File: src/rtl/core/sha1_pkg.sv
`default_nettype none
// ---------------------------------------------------------------------------
// SHA-1 engine package
// Shared constants and the word item type passed between the front end,
// the word queue and the compression back end.
// ---------------------------------------------------------------------------
package sha1_pkg;

	localparam int WORD_FIFO_DEPTH = 8;

	localparam int BLOCK_WORDS = 16;
	localparam int ROUNDS      = 80;
	localparam int PHASE1_END  = 20;
	localparam int PHASE2_END  = 40;
	localparam int PHASE3_END  = 60;

	localparam logic [31:0] H_INIT [5] = '{
		32'h67452301, 32'hEFCDAB89, 32'h98BADCFE, 32'h10325476, 32'hC3D2E1F0
	};

	localparam logic [31:0] K_PHASE1 = 32'h5A827999;
	localparam logic [31:0] K_PHASE2 = 32'h6ED9EBA1;
	localparam logic [31:0] K_PHASE3 = 32'h8F1BBCDC;
	localparam logic [31:0] K_PHASE4 = 32'hCA62C1D6;

	localparam logic [7:0] PAD_MARK = 8'h80;

	// One 32-bit message word; final_blk marks the last word of a message.
	typedef struct packed {
		logic        final_blk;
		logic [31:0] word;
	} word_item_t;

endpackage
`default_nettype wire

File: src/rtl/core/sha1_hash_engine.sv
// From the end-of-message item to the first digest word, the engine pushes the padding
// words, takes the loads still owed, runs 80 rounds and one update per final block; a
// final block also waits until the previous digest has been drained.
// Bytes enter at one per cycle while full is low; each 64-byte block occupies the
// compression unit for 16 loads, 80 rounds and one update. Digest words leave at one
// per cycle while pop is held. After reset the chaining values hold the SHA-1 initial
// values and both queues are empty.
`default_nettype none
// ---------------------------------------------------------------------------
// SHA-1 hash engine
// Streaming SHA-1: byte front end, word queue and round-serial compression.
// ---------------------------------------------------------------------------
module sha1_hash_engine #(
	parameter int FIFO_DEPTH = sha1_pkg::WORD_FIFO_DEPTH
) (
	input  wire         clk,
	input  wire         arst_n,
	input  wire  [7:0]  data_byte,
	input  wire         has_byte,
	input  wire         end_of_message,
	input  wire         push,
	output logic        full,
	output logic [31:0] digest_word,
	output logic [2:0]  word_index,
	output logic        last_word,
	output logic        empty,
	input  wire         pop
);
	import sha1_pkg::*;

	logic       f_push;
	word_item_t f_item;
	logic       f_full;
	logic       b_pop;
	word_item_t b_item;
	logic       b_empty;

	sha1_front u_front (
		.clk            (clk),
		.arst_n         (arst_n),
		.data_byte      (data_byte),
		.has_byte       (has_byte),
		.end_of_message (end_of_message),
		.push           (push),
		.full           (full),
		.q_push         (f_push),
		.q_item         (f_item),
		.q_full         (f_full)
	);

	sha1_fifo #(
		.DEPTH (FIFO_DEPTH)
	) u_fifo (
		.clk     (clk),
		.arst_n  (arst_n),
		.wr      (f_push),
		.wr_item (f_item),
		.full    (f_full),
		.rd      (b_pop),
		.rd_item (b_item),
		.empty   (b_empty)
	);

	sha1_back u_back (
		.clk         (clk),
		.arst_n      (arst_n),
		.q_item      (b_item),
		.q_empty     (b_empty),
		.q_pop       (b_pop),
		.digest_word (digest_word),
		.word_index  (word_index),
		.last_word   (last_word),
		.empty       (empty),
		.pop         (pop)
	);

endmodule
`default_nettype wire

File: src/rtl/core/sha1_front.sv
`default_nettype none
// ---------------------------------------------------------------------------
// SHA-1 front end
// Takes message bytes, packs them big-endian into words, counts the message
// length and generates the padding and length words at the end of a message.
// ---------------------------------------------------------------------------
module sha1_front (
	input  wire                     clk,
	input  wire                     arst_n,
	input  wire  [7:0]              data_byte,
	input  wire                     has_byte,
	input  wire                     end_of_message,
	input  wire                     push,
	output logic                    full,
	output logic                    q_push,
	output sha1_pkg::word_item_t    q_item,
	input  wire                     q_full
);
	import sha1_pkg::*;

	typedef enum logic [1:0] {
		ST_BYTES,
		ST_PAD_FIRST,
		ST_PAD_ZERO,
		ST_LEN_LO
	} state_t;

	state_t      state_q;
	logic [5:0]  byte_in_block_q;
	logic [60:0] byte_count_q;
	logic [31:0] acc_q;

	logic        accept;
	logic [1:0]  lane;
	logic [4:0]  lane_shift;
	logic [31:0] acc_kept;
	logic [31:0] merged;
	logic [31:0] pad_word;
	logic [31:0] len_hi;
	logic [31:0] len_lo;

	assign full       = (state_q != ST_BYTES) || q_full;
	assign accept     = push && !full;
	assign lane       = byte_in_block_q[1:0];
	assign lane_shift = {~lane, 3'b000};
	// The first byte of a word overwrites the whole word.
	assign acc_kept   = (lane == 2'd0) ? 32'd0 : acc_q;
	assign merged     = acc_kept | ({24'd0, data_byte} << lane_shift);
	assign pad_word   = acc_kept | ({24'd0, PAD_MARK} << lane_shift);
	assign len_hi     = byte_count_q[60:29];
	assign len_lo     = {byte_count_q[28:0], 3'b000};

	always_comb begin
		q_push = 1'b0;
		q_item = '{final_blk: 1'b0, word: merged};
		case (state_q)
			ST_BYTES: begin
				q_push = accept && has_byte && (lane == 2'd3);
			end
			ST_PAD_FIRST: begin
				q_push      = !q_full;
				q_item.word = pad_word;
			end
			ST_PAD_ZERO: begin
				q_push      = !q_full;
				q_item.word = (byte_in_block_q[5:2] == 4'd14) ? len_hi : 32'd0;
			end
			ST_LEN_LO: begin
				q_push           = !q_full;
				q_item.word      = len_lo;
				q_item.final_blk = 1'b1;
			end
			default: begin
				q_push = 1'b0;
			end
		endcase
	end

	always_ff @(posedge clk or negedge arst_n) begin
		if (!arst_n) begin
			state_q         <= ST_BYTES;
			byte_in_block_q <= '0;
			byte_count_q    <= '0;
		end else begin
			case (state_q)
				ST_BYTES: begin
					if (accept) begin
						if (has_byte) begin
							byte_in_block_q <= byte_in_block_q + 6'd1;
							byte_count_q    <= byte_count_q + 61'd1;
						end
						if (end_of_message) begin
							state_q <= ST_PAD_FIRST;
						end
					end
				end
				ST_PAD_FIRST: begin
					if (!q_full) begin
						byte_in_block_q <= {byte_in_block_q[5:2] + 4'd1, 2'b00};
						state_q         <= ST_PAD_ZERO;
					end
				end
				ST_PAD_ZERO: begin
					if (!q_full) begin
						byte_in_block_q <= {byte_in_block_q[5:2] + 4'd1, 2'b00};
						if (byte_in_block_q[5:2] == 4'd14) begin
							state_q <= ST_LEN_LO;
						end
					end
				end
				ST_LEN_LO: begin
					if (!q_full) begin
						byte_in_block_q <= '0;
						byte_count_q    <= '0;
						state_q         <= ST_BYTES;
					end
				end
				default: begin
					state_q <= ST_BYTES;
				end
			endcase
		end
	end

	always_ff @(posedge clk) begin
		if (accept && has_byte) begin
			acc_q <= merged;
		end
	end

endmodule
`default_nettype wire

File: src/rtl/core/sha1_fifo.sv
`default_nettype none
// ---------------------------------------------------------------------------
// SHA-1 word queue
// Short first-in first-out queue of message words between the front end and
// the compression back end.
// ---------------------------------------------------------------------------
module sha1_fifo #(
	parameter int DEPTH = sha1_pkg::WORD_FIFO_DEPTH
) (
	input  wire                     clk,
	input  wire                     arst_n,
	input  wire                     wr,
	input  sha1_pkg::word_item_t    wr_item,
	output logic                    full,
	input  wire                     rd,
	output sha1_pkg::word_item_t    rd_item,
	output logic                    empty
);
	import sha1_pkg::*;

	localparam int PTR_W = $clog2(DEPTH);
	localparam int CNT_W = $clog2(DEPTH + 1);
	localparam logic [PTR_W-1:0] PTR_LAST = PTR_W'(DEPTH - 1);
	localparam logic [CNT_W-1:0] CNT_FULL = CNT_W'(DEPTH);

	word_item_t       mem_q [DEPTH];
	logic [PTR_W-1:0] wr_ptr_q;
	logic [PTR_W-1:0] rd_ptr_q;
	logic [CNT_W-1:0] cnt_q;
	logic             do_wr;
	logic             do_rd;

	assign full    = (cnt_q == CNT_FULL);
	assign empty   = (cnt_q == '0);
	assign do_wr   = wr && !full;
	assign do_rd   = rd && !empty;
	assign rd_item = mem_q[rd_ptr_q];

	always_ff @(posedge clk or negedge arst_n) begin
		if (!arst_n) begin
			wr_ptr_q <= '0;
			rd_ptr_q <= '0;
			cnt_q    <= '0;
		end else begin
			if (do_wr) begin
				wr_ptr_q <= (wr_ptr_q == PTR_LAST) ? '0 : wr_ptr_q + PTR_W'(1);
			end
			if (do_rd) begin
				rd_ptr_q <= (rd_ptr_q == PTR_LAST) ? '0 : rd_ptr_q + PTR_W'(1);
			end
			if (do_wr && !do_rd) begin
				cnt_q <= cnt_q + CNT_W'(1);
			end else if (do_rd && !do_wr) begin
				cnt_q <= cnt_q - CNT_W'(1);
			end
		end
	end

	always_ff @(posedge clk) begin
		if (do_wr) begin
			mem_q[wr_ptr_q] <= wr_item;
		end
	end

endmodule
`default_nettype wire

File: src/rtl/core/sha1_back.sv
`default_nettype none
// ---------------------------------------------------------------------------
// SHA-1 compression back end
// Loads sixteen words, runs the eighty rounds one per cycle, updates the
// chaining values and hands out the digest words of each finished message.
// ---------------------------------------------------------------------------
module sha1_back (
	input  wire                     clk,
	input  wire                     arst_n,
	input  sha1_pkg::word_item_t    q_item,
	input  wire                     q_empty,
	output logic                    q_pop,
	output logic [31:0]             digest_word,
	output logic [2:0]              word_index,
	output logic                    last_word,
	output logic                    empty,
	input  wire                     pop
);
	import sha1_pkg::*;

	typedef enum logic [1:0] {
		ST_LOAD,
		ST_ROUND,
		ST_FINISH
	} state_t;

	state_t      state_q;
	logic [6:0]  t_q;
	logic        final_q;
	logic [31:0] h_q   [5];
	logic [31:0] av_q  [5];
	logic [31:0] w_q   [BLOCK_WORDS];
	logic [31:0] dig_q [5];
	logic        dig_valid_q;
	logic [2:0]  idx_q;

	logic [31:0] f_val;
	logic [31:0] k_val;
	logic [31:0] tmp;
	logic [31:0] w_mix;
	logic [31:0] w_new;
	logic [31:0] sum   [5];
	logic        load_last;
	logic        round_last;
	logic        fin_go;
	logic        out_take;

	assign q_pop      = (state_q == ST_LOAD) && !q_empty;
	assign load_last  = q_pop && (t_q == 7'(BLOCK_WORDS - 1));
	assign round_last = (state_q == ST_ROUND) && (t_q == 7'(ROUNDS - 1));
	// A final block waits here until the previous digest has been drained.
	assign fin_go     = (state_q == ST_FINISH) && !(final_q && dig_valid_q);
	assign out_take   = pop && dig_valid_q;

	assign empty       = !dig_valid_q;
	assign digest_word = dig_q[0];
	assign word_index  = idx_q;
	assign last_word   = (idx_q == 3'd4);

	always_comb begin
		if (t_q < 7'(PHASE1_END)) begin
			f_val = (av_q[1] & av_q[2]) | (~av_q[1] & av_q[3]);
			k_val = K_PHASE1;
		end else if (t_q < 7'(PHASE2_END)) begin
			f_val = av_q[1] ^ av_q[2] ^ av_q[3];
			k_val = K_PHASE2;
		end else if (t_q < 7'(PHASE3_END)) begin
			f_val = (av_q[1] & av_q[2]) | (av_q[1] & av_q[3]) | (av_q[2] & av_q[3]);
			k_val = K_PHASE3;
		end else begin
			f_val = av_q[1] ^ av_q[2] ^ av_q[3];
			k_val = K_PHASE4;
		end
	end

	// The schedule is a shift line: w_q[0] is the word of the current round.
	assign tmp   = {av_q[0][26:0], av_q[0][31:27]} + f_val + av_q[4] + k_val + w_q[0];
	assign w_mix = w_q[13] ^ w_q[8] ^ w_q[2] ^ w_q[0];
	assign w_new = {w_mix[30:0], w_mix[31]};

	always_comb begin
		for (int i = 0; i < 5; i++) begin
			sum[i] = h_q[i] + av_q[i];
		end
	end

	always_ff @(posedge clk or negedge arst_n) begin
		if (!arst_n) begin
			state_q     <= ST_LOAD;
			t_q         <= '0;
			final_q     <= 1'b0;
			h_q         <= H_INIT;
			dig_valid_q <= 1'b0;
			idx_q       <= '0;
		end else begin
			if (out_take) begin
				if (idx_q == 3'd4) begin
					dig_valid_q <= 1'b0;
					idx_q       <= '0;
				end else begin
					idx_q <= idx_q + 3'd1;
				end
			end
			case (state_q)
				ST_LOAD: begin
					if (q_pop) begin
						if (load_last) begin
							final_q <= q_item.final_blk;
							t_q     <= '0;
							state_q <= ST_ROUND;
						end else begin
							t_q <= t_q + 7'd1;
						end
					end
				end
				ST_ROUND: begin
					if (round_last) begin
						state_q <= ST_FINISH;
					end else begin
						t_q <= t_q + 7'd1;
					end
				end
				ST_FINISH: begin
					if (fin_go) begin
						if (final_q) begin
							h_q         <= H_INIT;
							dig_valid_q <= 1'b1;
							idx_q       <= '0;
						end else begin
							h_q <= sum;
						end
						t_q     <= '0;
						state_q <= ST_LOAD;
					end
				end
				default: begin
					state_q <= ST_LOAD;
				end
			endcase
		end
	end

	always_ff @(posedge clk) begin
		if (q_pop) begin
			for (int i = 0; i < BLOCK_WORDS - 1; i++) begin
				w_q[i] <= w_q[i+1];
			end
			w_q[BLOCK_WORDS-1] <= q_item.word;
		end else if (state_q == ST_ROUND) begin
			for (int i = 0; i < BLOCK_WORDS - 1; i++) begin
				w_q[i] <= w_q[i+1];
			end
			w_q[BLOCK_WORDS-1] <= w_new;
		end

		if (load_last) begin
			av_q <= h_q;
		end else if (state_q == ST_ROUND) begin
			av_q[0] <= tmp;
			av_q[1] <= av_q[0];
			av_q[2] <= {av_q[1][1:0], av_q[1][31:2]};
			av_q[3] <= av_q[2];
			av_q[4] <= av_q[3];
		end

		if (fin_go && final_q) begin
			dig_q <= sum;
		end else if (out_take) begin
			for (int i = 0; i < 4; i++) begin
				dig_q[i] <= dig_q[i+1];
			end
		end
	end

	a_round_bound: assert property (@(posedge clk) disable iff (!arst_n)
		(state_q == ST_ROUND) |-> (t_q < 7'(ROUNDS)))
		else $error("round counter beyond the last round");

	a_load_to_round: assert property (@(posedge clk) disable iff (!arst_n)
		load_last |=> (state_q == ST_ROUND) && (t_q == '0))
		else $error("full block did not start the rounds");

	a_digest_hold: assert property (@(posedge clk) disable iff (!arst_n)
		(out_take && (idx_q != 3'd4)) |=> dig_valid_q)
		else $error("digest dropped before its last word");

	a_no_pop_busy: assert property (@(posedge clk) disable iff (!arst_n)
		(state_q != ST_LOAD) |-> !q_pop)
		else $error("word taken while the rounds are running");

endmodule
`default_nettype wire

File: config.mk
export PLATFORM = sky130hd
export DESIGN_NAME = sha1_hash_engine
export DESIGN_NICKNAME = d
export VERILOG_FILES = /design/src/rtl/core/sha1_pkg.sv /design/src/rtl/core/sha1_hash_engine.sv /design/src/rtl/core/sha1_front.sv /design/src/rtl/core/sha1_fifo.sv /design/src/rtl/core/sha1_back.sv
export SDC_FILE = /design/constraint.sdc
export NUM_CORES = 2
export LEC_CHECK = 0
export BUFFER_PORTS_ARGS = -buffer_cell sky130_fd_sc_hd__buf_2
export CAP_MARGIN = 5
export CORE_MARGIN = 3
export CORE_UTILIZATION = 55
export CTS_BUF_LIST = sky130_fd_sc_hd__clkbuf_4 sky130_fd_sc_hd__clkbuf_8
export CTS_CLUSTER_DIAMETER = 80
export DETAILED_ROUTE_END_ITERATION = 16
export PLACE_DENSITY_LB_ADDON = 0.08
export REMOVE_ABC_BUFFERS = 1
export SLEW_MARGIN = 10
export SYNTH_ARGS = -nofsm -noshare
export SYNTH_HDL_FRONTEND = slang
export SYNTH_SLANG_ARGS = --single-unit
export TNS_END_PERCENT = 50
File: constraint.sdc
create_clock -name clk -period 27.2 [get_ports clk]
set_clock_uncertainty 0.05 [all_clocks]
set_input_delay 5.44 -clock clk [delete_from_list [all_inputs] [get_ports clk]]
set_output_delay 5.44 -clock clk [all_outputs]
set_load 0.02 [all_outputs]
==> impl_metrics.ini <==
[run_status]
outcome = complete, no violations

[clock_network]
cts_tree = yes
clk_latency_ns = 0.94
cts_buffer_depth = 3
hold_buffers = 0
clkSinkCount = 1381
clk_pin_slew_ns = 0.06
post_cts_resized = 0
cts-root-buf = clkbuf_8
post-cts-setup-buffers = 0
cts-htree-levels = 4
cts-buffers-inserted = 222

[critical_path]
cp_max_fo = 50
crit_path_start_kind = flip-flop
critPathKind = reg2out
cp.arrival_ns = 2.92
crit_required_ns = 21.71
crit_path_end_kind = output pin

[place]
port_buffers = 51
dp_hpwl_microns = 103000
routabilityCongestion = 0.930

[logic_synthesis]
syn-cell-area_sq_um = 65200
synth_top_family_by_area = compound AO/OA/AOI/OAI gates
synth_most_common_cell = edfxtp_1
postSynthAreaPerCell_sq_um = 12.7
ys_top_cells_by_area = edfxtp_1 (52%), dfrtp_1 (6.6%), ha_1 (4.7%)
ys_types = 88
synth_top_area_share = 0.520
ys_seq_area_frac = 0.619
synth_top_cell_by_area = edfxtp_1
synth_ff_type = edfxtp_1
synthAdderAreaFrac = 0.0851
synth_edf_count = 1128
ys_seq_elements = 1381
syn_inst = 5141
synthMuxAreaShare = 0.0298
yosys_warnings = 0
yosys-top-cells-count = edfxtp_1 (1,128), nand2_1 (800), o21ai_0 (357)
synth-simple-area-share = 0.0950
async_flop_share = 0.183
synthXorXnorAreaFrac = 0.0440
synth-compound-area-share = 0.0988

[run]
cap_violations = 0

[cells_and_area]
fin_nets = 5640
layout.area.seq_sq_um = 40300
syn_to_final_growth_pct = 10.0
multiInputGateArea_sq_um = 23100
drive_gt1_frac = 0.124
nFillCells = 9130

[die]
dieArea_sq_um = 123000
std_cell_rows = 125
initial_core_util = 0.558
design.core.area_sq_um = 117000
die_h_microns = 350
ios = 52
die_w_microns = 350

[detailed_routing]
drt_iter0_markers = 3929
via_count = 40521
vias_per_cell = 5.80
wl_microns = 156000
dr.pass1.iters = 5
routedWlPerCell_microns = 22.3
post-route-drc-count = 0
ant_nets = 0

[global_route]
gr-total-overflow = 0
grt_max_degree = 209
grt_pass1_vias = 39938
grt_use_total = 0.258
antenna_found_initial = 2
grt_pass1_wl_microns = 240000

[timing]
grt_setup_unrepaired = no
timing.fmax_mhz = 119
timing.setup.tns_ns = 0
tightest_slew_ns = 1.14
hold_violations = 0
min_period_over_period = 0.309
relSlewSlack = 0.238
period_needed_ns = 8.41
finalMaxSlewViolations = 0
finalSetupViolations = 0

[min_path]
hold_path_class = reg2reg
[critical path, stage by stage (launching register included)]
cell and delay [ns]:
dfrtp_1 0.42, inv_1 0.10, ha_2 0.93, nand2b_1 0.28
buf_2 0.25
[cell usage in the layout, fill, tap and decap left out, types with 11 or more instances in the layout]
cell type	synthesis	routed
a211oi_1	16	16
a21o_1	85	85
a21oi_1	278	278
a221oi_1	29	29
a22o_1	15	15
a2bb2oi_1	30	30
a31oi_1	28	28
and2_1	12	11
and3_1	34	34
buf_2	1	50
buf_4	32	50
clkbuf_4	0	70
clkbuf_8	0	241
clkinv_1	3	55
clkinv_2	0	35
dfrtp_1	173	170
dfstp_2	80	80
edfxtp_1	1128	1128
fa_1	125	125
ha_1	243	242
inv_1	254	253
mux2i_1	39	39
mux4_2	66	66
nand2_1	800	796
nand2b_1	30	28
nand3_1	59	59
nand4_1	31	31
nor2_1	334	329
nor2b_1	50	49
nor3_1	45	42
o21a_1	23	23
o21ai_0	357	357
o21bai_1	31	31
o22a_1	17	17
o32ai_1	20	20
or3_1	19	19
xnor2_1	177	177
xor2_1	150	150
[flip-flops by register name, indices dropped and copies added (netlist names), 7 cells and up]
name,flops
u_front.acc_q,32
u_back.h_q,160
u_back.dig_q,128
u_back.digest_word,32
u_back.w_q,512
u_back.av_q,160
u_front.byte_count_q,61
u_back.t_q,7
u_fifo.mem_q,264
[per-stage QoR]
stage | area (sq um) | util | std cells | hold slack (ns) | setup slack, ns
final | 71700 | 0.614 | 6984 | 0.342 | 18.79
after floorplan | 64300 | - | 4931 | 0.350 | 11.15
after detailed placement | 67000 | 0.573 | 6558 | 0.355 | 18.91
after global routing | 71700 | 0.613 | 6983 | 0.337 | 18.36
after CTS | 71700 | 0.613 | 6981 | 0.334 | 18.62
after global placement | 67000 | 0.573 | 6558 | 0.350 | 19.07
[cell type report]
cell class | instances | share of cell area
clock buffers | 311 | 0.0536
clock inverters | 112 | 0.0120
inverters | 257 | 0.0135
diodes | 3 | 0.000105
flip-flops and latches | 1381 | 0.562
multi-input cells | 3293 | 0.322
well taps | 1524 | 0.0266
repair buffers | 103 | 0.00950
[per-layer routing]
layer  track usage  share of wire  wire length (microns)  vias to the layer above
li1              -              -                      -                    18753
met5             0              0                      0                        -
met2         0.395           0.46                  71000                     1309
met4        0.0872          0.030                   4710                        0
met3        0.0403          0.062                   9640                      254
met1         0.381           0.45                  70300                    20205
[cells by family (layout without fill, tap and decap cells)]
kind of cell               count (synthesis)  in the layout
AOI/OAI and AO/OA                       1036           1036
xor gates and xnor gates                 327            327
adders and majority gates                368            368
buffers and inverters                    467            783
DFF                                     1381           1381
muxes                                    111            111
other                                      0              3
and+or+nand+nor                         1451           1451
[path summary, 6_finish.rpt]
kind / start / endpoint / slack [ns] / cells after the start
min reg2reg: u_back.w_q[0][35]$_DFFE_PP_ / u_back.w_q[0][3]$_DFFE_PP_ / 0.34 / 0
max in group asynchronous: arst_n / u_back.h_q[155]$_DFFE_PN0P_ / 21.10 / 2
min in group asynchronous: arst_n / u_back.word_index[2]$_DFF_PN0_ / 4.51 / 1
max reg2reg: u_back.t_q[5]$_DFFE_PN0P_ / u_back.av_q[156]$_DFFE_PP_ / 18.87 / 25
max: u_front.state_q[1]$_DFFE_PN0P_ / full / 18.79 / 4
min: u_back.w_q[0][35]$_DFFE_PP_ / u_back.w_q[0][3]$_DFFE_PP_ / 0.34 / 0
Power is left out: the tool's default activity adds up to more than one toggle a clock period on the data nets, which glitch-free logic cannot reach.
